File: src/ppa_pkg.sv
`default_nettype none

package ppa_pkg;

    // Component width of the pixel datapath (8 to 16 bits).
    localparam int COMPONENT_BITS = 16;

    // Fixed widths of the fields and registers.
    localparam int FIELD_W      = 16;
    localparam int OP_W         = 4;
    localparam int BRIGHT_W     = 25;
    localparam int GAIN_W       = 16;
    localparam int COLOR_OFF_W  = 17;
    localparam int CFG_IDX_W    = 3;
    localparam int CFG_DATA_W   = 25;

    // Fixed point formats.
    localparam int BRI_FRAC     = 8;
    localparam int CON_FRAC     = 12;
    localparam int CENTER       = 128;

    // Internal arithmetic widths, all derived from the component width.
    localparam int BRI_W  = ((COMPONENT_BITS + BRI_FRAC + 1 > BRIGHT_W) ?
                             COMPONENT_BITS + BRI_FRAC + 1 : BRIGHT_W) + 1;
    localparam int DIFF_W = COMPONENT_BITS + 1;
    localparam int PROD_W = DIFF_W + GAIN_W + 1;
    localparam int CON_W  = PROD_W + 1;
    localparam int COL_W  = ((COMPONENT_BITS + 1 > COLOR_OFF_W) ?
                             COMPONENT_BITS + 1 : COLOR_OFF_W) + 1;

    // Pipeline depth of one lane.
    localparam int NUM_STAGES = 4;

    // Bit positions in op_enable.
    localparam int OP_BRIGHT   = 0;
    localparam int OP_CONTRAST = 1;
    localparam int OP_COLOR    = 2;
    localparam int OP_NEGATIVE = 3;

    // Register indexes of the configuration port.
    localparam logic [CFG_IDX_W-1:0] REG_MAX_VALUE    = 3'd0;
    localparam logic [CFG_IDX_W-1:0] REG_OP_ENABLE    = 3'd1;
    localparam logic [CFG_IDX_W-1:0] REG_BRIGHTNESS   = 3'd2;
    localparam logic [CFG_IDX_W-1:0] REG_CONTRAST     = 3'd3;
    localparam logic [CFG_IDX_W-1:0] REG_OFFSET_RED   = 3'd4;
    localparam logic [CFG_IDX_W-1:0] REG_OFFSET_GREEN = 3'd5;
    localparam logic [CFG_IDX_W-1:0] REG_OFFSET_BLUE  = 3'd6;

    // Reset values of the registers.
    localparam int MAX_VALUE_RESET = 255;
    localparam int GAIN_RESET      = 4096;

    typedef struct packed {
        logic [FIELD_W-1:0] in_red;
        logic [FIELD_W-1:0] in_green;
        logic [FIELD_W-1:0] in_blue;
    } pixel_in_t;

    typedef struct packed {
        logic [FIELD_W-1:0] out_red;
        logic [FIELD_W-1:0] out_green;
        logic [FIELD_W-1:0] out_blue;
    } pixel_out_t;

    // Settings shared by all lanes.
    typedef struct packed {
        logic [COMPONENT_BITS-1:0] max_value;
        logic [OP_W-1:0]           op_enable;
        logic signed [BRIGHT_W-1:0] brightness_offset;
        logic [GAIN_W-1:0]         contrast_gain;
    } ppa_cfg_t;

    // Per-stage load strobes for the lane data registers.
    typedef struct packed {
        logic [NUM_STAGES-1:0] load;
    } ppa_ctl_t;

endpackage

`default_nettype wire

File: src/ppa_lane.sv
`default_nettype none

// One color channel: brightness, contrast multiply, contrast finish,
// then color offset and negative, one register stage each.
module ppa_lane (
    input  wire logic                                 aclk,
    input  wire ppa_pkg::ppa_cfg_t                    cfg,
    input  wire logic signed [ppa_pkg::COLOR_OFF_W-1:0] color_offset,
    input  wire ppa_pkg::ppa_ctl_t                    ctl,
    input  wire logic [ppa_pkg::COMPONENT_BITS-1:0]   in_comp,
    output logic [ppa_pkg::COMPONENT_BITS-1:0]        out_comp
);

    localparam int C      = ppa_pkg::COMPONENT_BITS;
    localparam int BRI_W  = ppa_pkg::BRI_W;
    localparam int BRI_Q  = BRI_W - 1 - ppa_pkg::BRI_FRAC;
    localparam int PROD_W = ppa_pkg::PROD_W;
    localparam int CON_W  = ppa_pkg::CON_W;
    localparam int CON_Q  = CON_W - 1 - ppa_pkg::CON_FRAC;
    localparam int COL_W  = ppa_pkg::COL_W;

    logic [C-1:0]             v1_reg, v1_next;
    logic [C-1:0]             v2_reg, v2_next;
    logic signed [PROD_W-1:0] prod_reg, prod_next;
    logic [C-1:0]             v3_reg, v3_next;
    logic [C-1:0]             v4_reg, v4_next;

    logic signed [BRI_W-1:0]  bri_sum;
    logic [BRI_Q-1:0]         bri_q;
    logic signed [ppa_pkg::DIFF_W-1:0] diff;
    logic signed [CON_W-1:0]  con_sum;
    logic [CON_Q-1:0]         con_q;
    logic signed [COL_W-1:0]  col_sum;
    logic [COL_W-2:0]         col_q;
    logic [C-1:0]             col_v;
    logic [C:0]               neg;

    // Brightness: add the Q8 offset; a negative sum clamps to zero.
    always_comb begin
        bri_sum = $signed(BRI_W'({in_comp, {ppa_pkg::BRI_FRAC{1'b0}}}))
                + $signed({{(BRI_W-ppa_pkg::BRIGHT_W){cfg.brightness_offset[ppa_pkg::BRIGHT_W-1]}},
                           cfg.brightness_offset});
        bri_q = bri_sum[BRI_W-2:ppa_pkg::BRI_FRAC];
        v1_next = in_comp;
        if (cfg.op_enable[ppa_pkg::OP_BRIGHT]) begin
            if (bri_sum[BRI_W-1]) begin
                v1_next = '0;
            end else if (bri_q > BRI_Q'(cfg.max_value)) begin
                v1_next = cfg.max_value;
            end else begin
                v1_next = bri_q[C-1:0];
            end
        end
    end

    // Contrast, first half: gain times distance from the center.
    always_comb begin
        diff = $signed({1'b0, v1_reg}) - $signed(ppa_pkg::DIFF_W'(ppa_pkg::CENTER));
        prod_next = diff * $signed({1'b0, cfg.contrast_gain});
        v2_next = v1_reg;
    end

    // Contrast, second half: add the center back and clamp.
    always_comb begin
        con_sum = $signed({prod_reg[PROD_W-1], prod_reg})
                + $signed(CON_W'(ppa_pkg::CENTER) <<< ppa_pkg::CON_FRAC);
        con_q = con_sum[CON_W-2:ppa_pkg::CON_FRAC];
        v3_next = v2_reg;
        if (cfg.op_enable[ppa_pkg::OP_CONTRAST]) begin
            if (con_sum[CON_W-1]) begin
                v3_next = '0;
            end else if (con_q > CON_Q'(cfg.max_value)) begin
                v3_next = cfg.max_value;
            end else begin
                v3_next = con_q[C-1:0];
            end
        end
    end

    // Color offset with clamp, then negative with a floor at zero.
    always_comb begin
        col_sum = $signed(COL_W'(v3_reg))
                + $signed({{(COL_W-ppa_pkg::COLOR_OFF_W){color_offset[ppa_pkg::COLOR_OFF_W-1]}},
                           color_offset});
        col_q = col_sum[COL_W-2:0];
        col_v = v3_reg;
        if (cfg.op_enable[ppa_pkg::OP_COLOR]) begin
            if (col_sum[COL_W-1]) begin
                col_v = '0;
            end else if (col_q > (COL_W-1)'(cfg.max_value)) begin
                col_v = cfg.max_value;
            end else begin
                col_v = col_q[C-1:0];
            end
        end
        neg = {1'b0, cfg.max_value} - {1'b0, col_v};
        v4_next = col_v;
        if (cfg.op_enable[ppa_pkg::OP_NEGATIVE]) begin
            v4_next = neg[C] ? '0 : neg[C-1:0];
        end
    end

    always_ff @(posedge aclk) begin
        if (ctl.load[0]) begin
            v1_reg <= v1_next;
        end
        if (ctl.load[1]) begin
            v2_reg   <= v2_next;
            prod_reg <= prod_next;
        end
        if (ctl.load[2]) begin
            v3_reg <= v3_next;
        end
        if (ctl.load[3]) begin
            v4_reg <= v4_next;
        end
    end

    assign out_comp = v4_reg;

endmodule

`default_nettype wire

File: src/ppa_merge.sv
`default_nettype none

// Gathers the three lane results into one output pixel and holds it in
// the output register until the receiver takes it.
module ppa_merge (
    input  wire logic                               aclk,
    input  wire logic                               aresetn,
    input  wire logic                               lane_valid,
    input  wire logic [ppa_pkg::COMPONENT_BITS-1:0] red,
    input  wire logic [ppa_pkg::COMPONENT_BITS-1:0] green,
    input  wire logic [ppa_pkg::COMPONENT_BITS-1:0] blue,
    output logic                                    out_free,
    output logic                                    m_valid,
    input  wire logic                               m_ready,
    output ppa_pkg::pixel_out_t                     m_data
);

    logic                 m_valid_reg, m_valid_next;
    ppa_pkg::pixel_out_t  data_reg, data_next;

    assign out_free = !m_valid_reg || m_ready;

    always_comb begin
        m_valid_next = out_free ? lane_valid : m_valid_reg;
        data_next.out_red   = ppa_pkg::FIELD_W'(red);
        data_next.out_green = ppa_pkg::FIELD_W'(green);
        data_next.out_blue  = ppa_pkg::FIELD_W'(blue);
    end

    always_ff @(posedge aclk) begin
        if (!aresetn) begin
            m_valid_reg <= 1'b0;
        end else begin
            m_valid_reg <= m_valid_next;
        end
    end

    always_ff @(posedge aclk) begin
        if (out_free && lane_valid) begin
            data_reg <= data_next;
        end
    end

    assign m_valid = m_valid_reg;
    assign m_data  = data_reg;

endmodule

`default_nettype wire

File: src/pixel_point_adjust.sv
// Per-pixel RGB point adjust: brightness, contrast, color offset, negative.
//
// Pixels arrive on the s_ channel (s_valid, s_ready, s_data) and results
// leave on the m_ channel (m_valid, m_ready, m_data). A request moves when
// valid and ready are both high at a rising edge of aclk.
// Settings are written through cfg_valid/cfg_ready with cfg_index and
// cfg_data; cfg_ready is always high. Write them only while no pixel is in
// flight.
// Each color channel runs in its own four-stage lane; the output register
// in the merge stage joins the three lanes into one result. A result shows
// on m_valid once it has passed the four lane stages and the output
// register; one pixel per cycle is sustained while m_ready stays high. The
// depth comes from the contrast multiplier, which has a register on each side.
// When the receiver stalls, the pipeline keeps filling its empty stages,
// so s_ready drops only once all four stages and the output are full.
// A synchronous low aresetn empties the pipeline and loads the register
// defaults: max_value 255, all operations off, contrast gain 1.0.
`default_nettype none

module pixel_point_adjust (
    input  wire logic                                aclk,
    input  wire logic                                aresetn,
    // Pixel input.
    input  wire logic                                s_valid,
    output logic                                     s_ready,
    input  wire ppa_pkg::pixel_in_t                  s_data,
    // Pixel output.
    output logic                                     m_valid,
    input  wire logic                                m_ready,
    output ppa_pkg::pixel_out_t                      m_data,
    // Configuration writes.
    input  wire logic                                cfg_valid,
    output logic                                     cfg_ready,
    input  wire logic [ppa_pkg::CFG_IDX_W-1:0]       cfg_index,
    input  wire logic [ppa_pkg::CFG_DATA_W-1:0]      cfg_data
);

    localparam int C  = ppa_pkg::COMPONENT_BITS;
    localparam int NS = ppa_pkg::NUM_STAGES;
    localparam int OW = ppa_pkg::COLOR_OFF_W;

    // Configuration registers.
    ppa_pkg::ppa_cfg_t       cfg_reg, cfg_next;
    logic signed [OW-1:0]    off_red_reg, off_red_next;
    logic signed [OW-1:0]    off_green_reg, off_green_next;
    logic signed [OW-1:0]    off_blue_reg, off_blue_next;
    logic [ppa_pkg::FIELD_W-1:0] max_wr;

    // Pipeline control.
    logic [NS-1:0]           stage_valid_reg, stage_valid_next;
    logic [NS-1:0]           free;
    logic                    out_free;
    ppa_pkg::ppa_ctl_t       ctl;

    logic [C-1:0]            red_res, green_res, blue_res;

    assign cfg_ready = 1'b1;

    // A max_value wider than the component width saturates to full scale.
    always_comb begin
        cfg_next       = cfg_reg;
        off_red_next   = off_red_reg;
        off_green_next = off_green_reg;
        off_blue_next  = off_blue_reg;
        max_wr         = cfg_data[ppa_pkg::FIELD_W-1:0];
        if (cfg_valid) begin
            unique case (cfg_index)
                ppa_pkg::REG_MAX_VALUE: begin
                    if (max_wr > ppa_pkg::FIELD_W'({C{1'b1}})) begin
                        cfg_next.max_value = {C{1'b1}};
                    end else begin
                        cfg_next.max_value = max_wr[C-1:0];
                    end
                end
                ppa_pkg::REG_OP_ENABLE: begin
                    cfg_next.op_enable = cfg_data[ppa_pkg::OP_W-1:0];
                end
                ppa_pkg::REG_BRIGHTNESS: begin
                    cfg_next.brightness_offset = $signed(cfg_data[ppa_pkg::BRIGHT_W-1:0]);
                end
                ppa_pkg::REG_CONTRAST: begin
                    cfg_next.contrast_gain = cfg_data[ppa_pkg::GAIN_W-1:0];
                end
                ppa_pkg::REG_OFFSET_RED: begin
                    off_red_next = $signed(cfg_data[OW-1:0]);
                end
                ppa_pkg::REG_OFFSET_GREEN: begin
                    off_green_next = $signed(cfg_data[OW-1:0]);
                end
                ppa_pkg::REG_OFFSET_BLUE: begin
                    off_blue_next = $signed(cfg_data[OW-1:0]);
                end
                default: begin
                    // Writes past the last register are dropped.
                end
            endcase
        end
    end

    always_ff @(posedge aclk) begin
        if (!aresetn) begin
            cfg_reg.max_value         <= C'(ppa_pkg::MAX_VALUE_RESET);
            cfg_reg.op_enable         <= '0;
            cfg_reg.brightness_offset <= '0;
            cfg_reg.contrast_gain     <= ppa_pkg::GAIN_W'(ppa_pkg::GAIN_RESET);
            off_red_reg               <= '0;
            off_green_reg             <= '0;
            off_blue_reg              <= '0;
        end else begin
            cfg_reg       <= cfg_next;
            off_red_reg   <= off_red_next;
            off_green_reg <= off_green_next;
            off_blue_reg  <= off_blue_next;
        end
    end

    // A stage may load when it is empty or when the stage after it moves
    // on in the same cycle. Bubbles therefore collapse under a stall.
    always_comb begin
        free[NS-1] = !stage_valid_reg[NS-1] || out_free;
        for (int k = NS - 2; k >= 0; k--) begin
            free[k] = !stage_valid_reg[k] || free[k+1];
        end
        stage_valid_next[0] = free[0] ? s_valid : stage_valid_reg[0];
        ctl.load[0]         = free[0] && s_valid;
        for (int k = 1; k < NS; k++) begin
            stage_valid_next[k] = free[k] ? stage_valid_reg[k-1] : stage_valid_reg[k];
            ctl.load[k]         = free[k] && stage_valid_reg[k-1];
        end
    end

    assign s_ready = free[0];

    always_ff @(posedge aclk) begin
        if (!aresetn) begin
            stage_valid_reg <= '0;
        end else begin
            stage_valid_reg <= stage_valid_next;
        end
    end

    ppa_lane u_lane_red (
        .aclk         (aclk),
        .cfg          (cfg_reg),
        .color_offset (off_red_reg),
        .ctl          (ctl),
        .in_comp      (s_data.in_red[C-1:0]),
        .out_comp     (red_res)
    );

    ppa_lane u_lane_green (
        .aclk         (aclk),
        .cfg          (cfg_reg),
        .color_offset (off_green_reg),
        .ctl          (ctl),
        .in_comp      (s_data.in_green[C-1:0]),
        .out_comp     (green_res)
    );

    ppa_lane u_lane_blue (
        .aclk         (aclk),
        .cfg          (cfg_reg),
        .color_offset (off_blue_reg),
        .ctl          (ctl),
        .in_comp      (s_data.in_blue[C-1:0]),
        .out_comp     (blue_res)
    );

    ppa_merge u_merge (
        .aclk       (aclk),
        .aresetn    (aresetn),
        .lane_valid (stage_valid_reg[NS-1]),
        .red        (red_res),
        .green      (green_res),
        .blue       (blue_res),
        .out_free   (out_free),
        .m_valid    (m_valid),
        .m_ready    (m_ready),
        .m_data     (m_data)
    );

    // The input stalls only when every stage and the output are occupied.
    assert property (@(posedge aclk) disable iff (!aresetn)
        !s_ready |-> (stage_valid_reg == {NS{1'b1}}) && m_valid && !m_ready)
        else $error("input stalled while the pipeline had room");

    // A taken request always lands in the first stage.
    assert property (@(posedge aclk) disable iff (!aresetn)
        (s_valid && s_ready) |=> stage_valid_reg[0])
        else $error("accepted pixel did not enter the first stage");

    // A finished lane result moves to the output whenever it is free.
    assert property (@(posedge aclk) disable iff (!aresetn)
        (stage_valid_reg[NS-1] && out_free) |=> m_valid)
        else $error("lane result lost on the way to the output");

    // The last stage keeps a pixel that it cannot move on.
    assert property (@(posedge aclk) disable iff (!aresetn)
        (stage_valid_reg[NS-1] && !out_free) |=> stage_valid_reg[NS-1])
        else $error("last stage dropped a stalled pixel");

endmodule

`default_nettype wire

File: config.mk
export PLATFORM = sky130hd
export DESIGN_NAME = pixel_point_adjust
export DESIGN_NICKNAME = d
export VERILOG_FILES = /design/src/ppa_pkg.sv /design/src/ppa_lane.sv /design/src/ppa_merge.sv /design/src/pixel_point_adjust.sv
export SDC_FILE = /design/constraint.sdc
export NUM_CORES = 2
export LEC_CHECK = 0
export ABC_AREA = 1
export CORE_UTILIZATION = 40
export DETAILED_ROUTE_END_ITERATION = 8
export DONT_BUFFER_PORTS = 1
export HOLD_SLACK_MARGIN = 0.1
export REMOVE_ABC_BUFFERS = 1
export SLEW_MARGIN = 20
export SYNTH_ARGS = -nofsm -noshare
export SYNTH_HDL_FRONTEND = slang
export SYNTH_HIERARCHICAL = 1
export SYNTH_SLANG_ARGS = --single-unit
File: constraint.sdc
create_clock -name aclk -period 9 [get_ports aclk]
set_input_delay 0.9 -clock aclk [delete_from_list [all_inputs] [get_ports aclk]]
set_output_delay 0.9 -clock aclk [all_outputs]
set_load 0.05 [all_outputs]
Yosys cells after proc, flatten, opt, wreduce, memory -nomap -nowiden
Index checks and enable logic that the tools add are counted.

word-level totals
  output and inout port bits = 51
  word-level logic and storage cells = 121
  bits in registers = 459
  input port bits = 81

cells by class
  $mul = 3
  multiplexer cells = 34
  equality and inequality tests = 6
  reduce and logical (&&, ||, !) cells = 23
  $add $sub $neg = 15
  $lt $le $gt $ge = 10

operator list
  cell                                                                   number
  16-bit two-way mux                                                     34
  34-bit by 21-bit adder with 35-bit output, second input constant       3
  17-bit by 16-bit greater-than comparator with 1-bit output             6
  17-bit by 17-bit multiplier with 34-bit output                         3
  25-bit by 25-bit adder with 26-bit output                              3
  22-bit by 16-bit greater-than comparator with 1-bit output             3
  17-bit by 17-bit adder with 18-bit output                              3
  16-bit by 16-bit subtractor with 17-bit output                         3
  16-bit by 8-bit subtractor with 17-bit output, second input constant   3
  16-bit greater-than comparator, second input constant                  1
  2-bit AND reduction                                                    7
  3-bit equality test, second input constant                             3
  3-bit by 2-bit equality test with 1-bit output, second input constant  2
  1-bit logical AND                                                      5
  1-bit logical NOT                                                      5
  1-bit logical OR                                                       5
  3-bit by 1-bit equality test with 1-bit output, second input constant  1
  3-bit logical NOT                                                      1

Depth between registers and ports, before layout
  depth in word-level cells = 8
  mapped depth = 44
  gate-level depth less buffers = 42

Cells and area by module
The synthesis kept the hierarchy.

modules (own cells, without submodules)
  module                   cells each  area each (um^2)  seq. area each (um^2)  instances
  ppa_lane (u_lane_red)    2290        18213.7           2582.5                 1
  ppa_lane (u_lane_blue)   2284        18193.7           2582.5                 1
  ppa_lane (u_lane_green)  2260        18122.4           2582.5                 1
  pixel_point_adjust       526         4149.0            2322.2                 1
  ppa_merge                55          1492.7            1461.4                 1

Worst setup path before layout
No wires, ideal clock.

  kind = reg2reg
  from = register u_lane_red.v1_reg[7]
  to = register u_lane_red.prod_reg[33], data pin
  slack = 1746 ps
  stages on the path, launching flop included = 35
  path buffers = 3
  period minus slack after synthesis = 7254 ps
  library setup time = 265 ps
  required time = 8735 ps
  arrival time = 6989 ps
  cells stage by stage = edfxtp_1 > clkbuf_1 > inv_1 > clkbuf_1 > ha_1 > nand2_1 > nor3_1 > or2_2 > nand2_1 > inv_1 > clkbuf_1 > nand2_1 > fa_1 > fa_1 > inv_1 > fa_1 > fa_1 > inv_1 > fa_1 > inv_1 > fa_1 > ha_1 > nand2_1 > o21ai_0 > inv_1 > nor2_1 > nor2_1 > nand3_1 > nand3_1 > nand2_1 > a31oi_1 > o21ai_0 > a31oi_1 > o21ai_0 > xor2_1

on the way
  cells in the longest elaborated chain, start to end = 2

RTL lines
  item                                            RTL line         text
  start, declared                                 ppa_lane.sv:22   logic [C-1:0] v1_reg, v1_next;
  start signal, assigned                          ppa_lane.sv:105  v1_reg <= v1_next;
  16-bit by 8-bit subtractor with 17-bit output   ppa_lane.sv:58   diff = $signed({1'b0, v1_reg}) - $signed(ppa_pkg::DIFF_W'(ppa_pkg::CENTER));
  17-bit by 17-bit multiplier with 34-bit output  ppa_lane.sv:59   prod_next = diff * $signed({1'b0, cfg.contrast_gain});
  net u_lane_red.prod_next[33]                    ppa_lane.sv:24   logic signed [PROD_W-1:0] prod_reg, prod_next;
  end signal, assigned                            ppa_lane.sv:109  prod_reg <= prod_next;
  end, declared                                   ppa_lane.sv:24

The timed path passes the listed nets, and every way through them passes these cells.
A chain may end at the register's enable or synchronous reset.

Worst setup path in the final report
Same ends and word-level chain as after synthesis.

==> flow_summary_export.csv <==
group,metric,value,unit
outcome,status,"finished, final reports clean",
timing,fin_crit,8290,ps
worst_setup_path,rr_startpoint,"u_lane_red/v1_reg[7]$_DFFE_PP_",
die,fp.dieH,389,µm
die,io_pins,132,
clock_network,clk_pin_slew_worst_paths,70,ps
routing,avgViaCountPerCell,5.15,
power_and_ir_drop,leakage,32.2,nW
clock_network,ctsLongestPathBuffers,3,
cells_and_area,layout_common_cells,"1730 x inv_1, 1548 x nand2_1, 840 x fa_1",
timing,rsz0062_at_grt,"no",
worst_setup_path,crit_path_end,"u_lane_red/prod_reg[33]$_DFFE_PP_",
worst_setup_path,crit_type,"reg -> reg",
logic_synthesis,synth_warnings,6,
die,start_util,40.4,%
worst_setup_path,reg2reg_slack,710,ps
place,hpwlAfterDp,150000,µm
routing,drt-pass1-iter-count,6,
timing,maxSlewHeadroom,21.9,%
timing,setup_viol,0,
worst_setup_path,required,9340,ps
timing,worst_hold_slack,396,ps
power_and_ir_drop,power_density,112,nW/µm²
worst_setup_path,path_max_fanout,11,
routing,drt_wl_total,184000,µm
power_and_ir_drop,swShare,40.0,%
power_and_ir_drop,comb_power_share,39.7,%
clock_network,cts_tree,"yes",
global_routing,grt_usage,24.4,%
cells_and_area,final_common_cell,"inv_1",
power_and_ir_drop,p_total,0.00708,W
place,io_buffers,0,
worst_setup_path,critical_path_buf_inv_count,6,
routing,wire_per_inst,19.9,µm
cells_and_area,area_growth,5.85,%
timing,finalHoldViolCount,0,
worst_setup_path,worst-path-stages,31,
worst_setup_path,timing.rr.end,"u_lane_red/prod_reg[33]$_DFFE_PP_",
logic_synthesis,syn_area,59900,µm²
power_and_ir_drop,internal_power,0.00425,W
logic_synthesis,netlist_instances,7383,
routing,drc,0,
worst_setup_path,cpMostUsedCell,"fa_1",
timing,finalCritPeriodShare,92.1,%
global_routing,antenna_found_initial,23,
timing,final.setup.tns,0,ps
cells_and_area,drive_gt1_share,4.70,%
clock_network,worstSkewPairLatency,620,ps
routing,drtIter0Drc,3752,
timing,fin_worst_skew,33.1,ps
worst_setup_path,cp-start-kind,"register",
clock_network,numCtsBuffers,45,
worst_setup_path,ff2ff_path_depth,31,
timing,fmax,121,MHz
die,dieArea,151000,µm²
routing,ant_nets,0,
die,fp.dieW,389,µm
power_and_ir_drop,power_frac_clock,26.3,%
cells_and_area,largest_reg_flops,53,
clock_network,cts_num_sinks,415,
clock_network,cts_hold_buf,0,
place,gp_routability_congestion,0.937,
power_and_ir_drop,seqPwrFrac,34.0,%
cells_and_area,nNetsFinal,8745,
global_routing,grt_pass1_vias,48000,
worst_setup_path,worstSetupEndpointType,"register",
run,cap_violations,0,
worst_setup_path,crit_path_top_delay_cell,"edfxtp_1",
worst_hold_path,hp-class,"in -> reg",
worst_setup_path,worstPathArrival,8630,ps
timing,slew_violations,0,
clock_network,post_cts.repair.setup_buffers,0,
worst_setup_path,cp_slowest_stage_delay,540,ps
global_routing,grt-ovfl-total,0,
clock_network,htree_levels,2,
power_and_ir_drop,max-vdd-ir-drop,0.119,mV
clock_network,cts_root_buffer,"clkbuf_16",
routing,routed-via-count,47700,
timing,worst_slew_pin_slew,1170,ps
global_routing,grt_pass1_wl,284000,µm
worst_setup_path,crit_start,"u_lane_red/v1_reg[7]$_DFFE_PP_",
die,rows,141,
power_and_ir_drop,power_switching,0.00283,W
worst_setup_path,crit_family,"adder cells",
die,core,148000,µm²
logic_synthesis,avgSynthCellArea,8.11,µm²
global_routing,grt_max_degree,107,
final cells by class:
class / instances / area [µm²]
timing repair buffer: 61 / 470
multi-input combinational: 4996 / 41000
tap: 1930 / 2410
clock buffer: 54 / 1230
antenna: 14 / 35.0
sequential: 415 / 11400
inverter: 1768 / 6650
clock inverter: 29 / 219
fill: 14900 / 84800
what timing repair did:
item	4_1_cts	5_1_grt
gates resized for setup	0	1
endpoints found under the hold margin	0	0
endpoints found under the setup margin	0	4
worst min-delay path by stage:
stage	start	to	cells after the start
2_1_floorplan	u_lane_blue/out_comp[0]$_DFFE_PP_	u_merge/m_data[0]$_DFFE_PP_	0
3_3_place_gp	u_lane_blue/out_comp[5]$_DFFE_PP_	u_merge/m_data[5]$_DFFE_PP_	0
3_5_place_dp	u_lane_green/out_comp[15]$_DFFE_PP_	u_merge/m_data[31]$_DFFE_PP_	0
4_1_cts	cfg_data[2]	cfg_reg[47]$_SDFFE_PN1P_	2
5_1_grt	cfg_data[2]	cfg_reg[47]$_SDFFE_PN1P_	2
6_report	cfg_data[1]	cfg_reg[46]$_SDFFE_PN1P_	2
per-stage QoR:
step	utilization [%]	instance area, µm²	cells	setup WS [ps]
floorplan	-	59000	7179	1790
global placement	41.8	61900	9170	924
detailed placement	41.8	61900	9170	548
CTS	42.8	63400	9253	508
global route	42.8	63400	9255	32.8
finish	42.8	63400	9267	707
layer usage:
metal	global-route usage [%]	vias up	wire length, µm	part of all wire (%)
met3	4.73	258	14700	8.0
met4	6.79	30	5410	2.9
met1	33.5	23500	81400	44
met5	0	-	188	0.10
met2	39.1	1460	82600	45
li1	-	22400	-	-
worst register-to-register path: cells and delay by family (launching register included):
| family | cells | cell delay [ps] |
|---|---|---|
| AND/OR/NAND/NOR | 12 | 1870 |
| buffers and inverters | 6 | 1080 |
| AO/OA/AOI/OAI | 4 | 800 |
| adder cells (fa/ha/maj) | 8 | 3590 |
| XOR/XNOR | 1 | 110 |
| flip-flops | 1 | 540 |
power by group through the flow:
stage / Clock (W) / Sequential, W / Combinational (W)
after floorplan: 0 / 0.00237 / 0.00200
after global placement: 0 / 0.00244 / 0.00273
after detailed placement: 0 / 0.00244 / 0.00277
after CTS: 0.00190 / 0.00240 / 0.00279
after global routing: 0.00196 / 0.00241 / 0.00317
final: 0.00186 / 0.00240 / 0.00281
No activity file was read; power rests on OpenSTA's default activity.
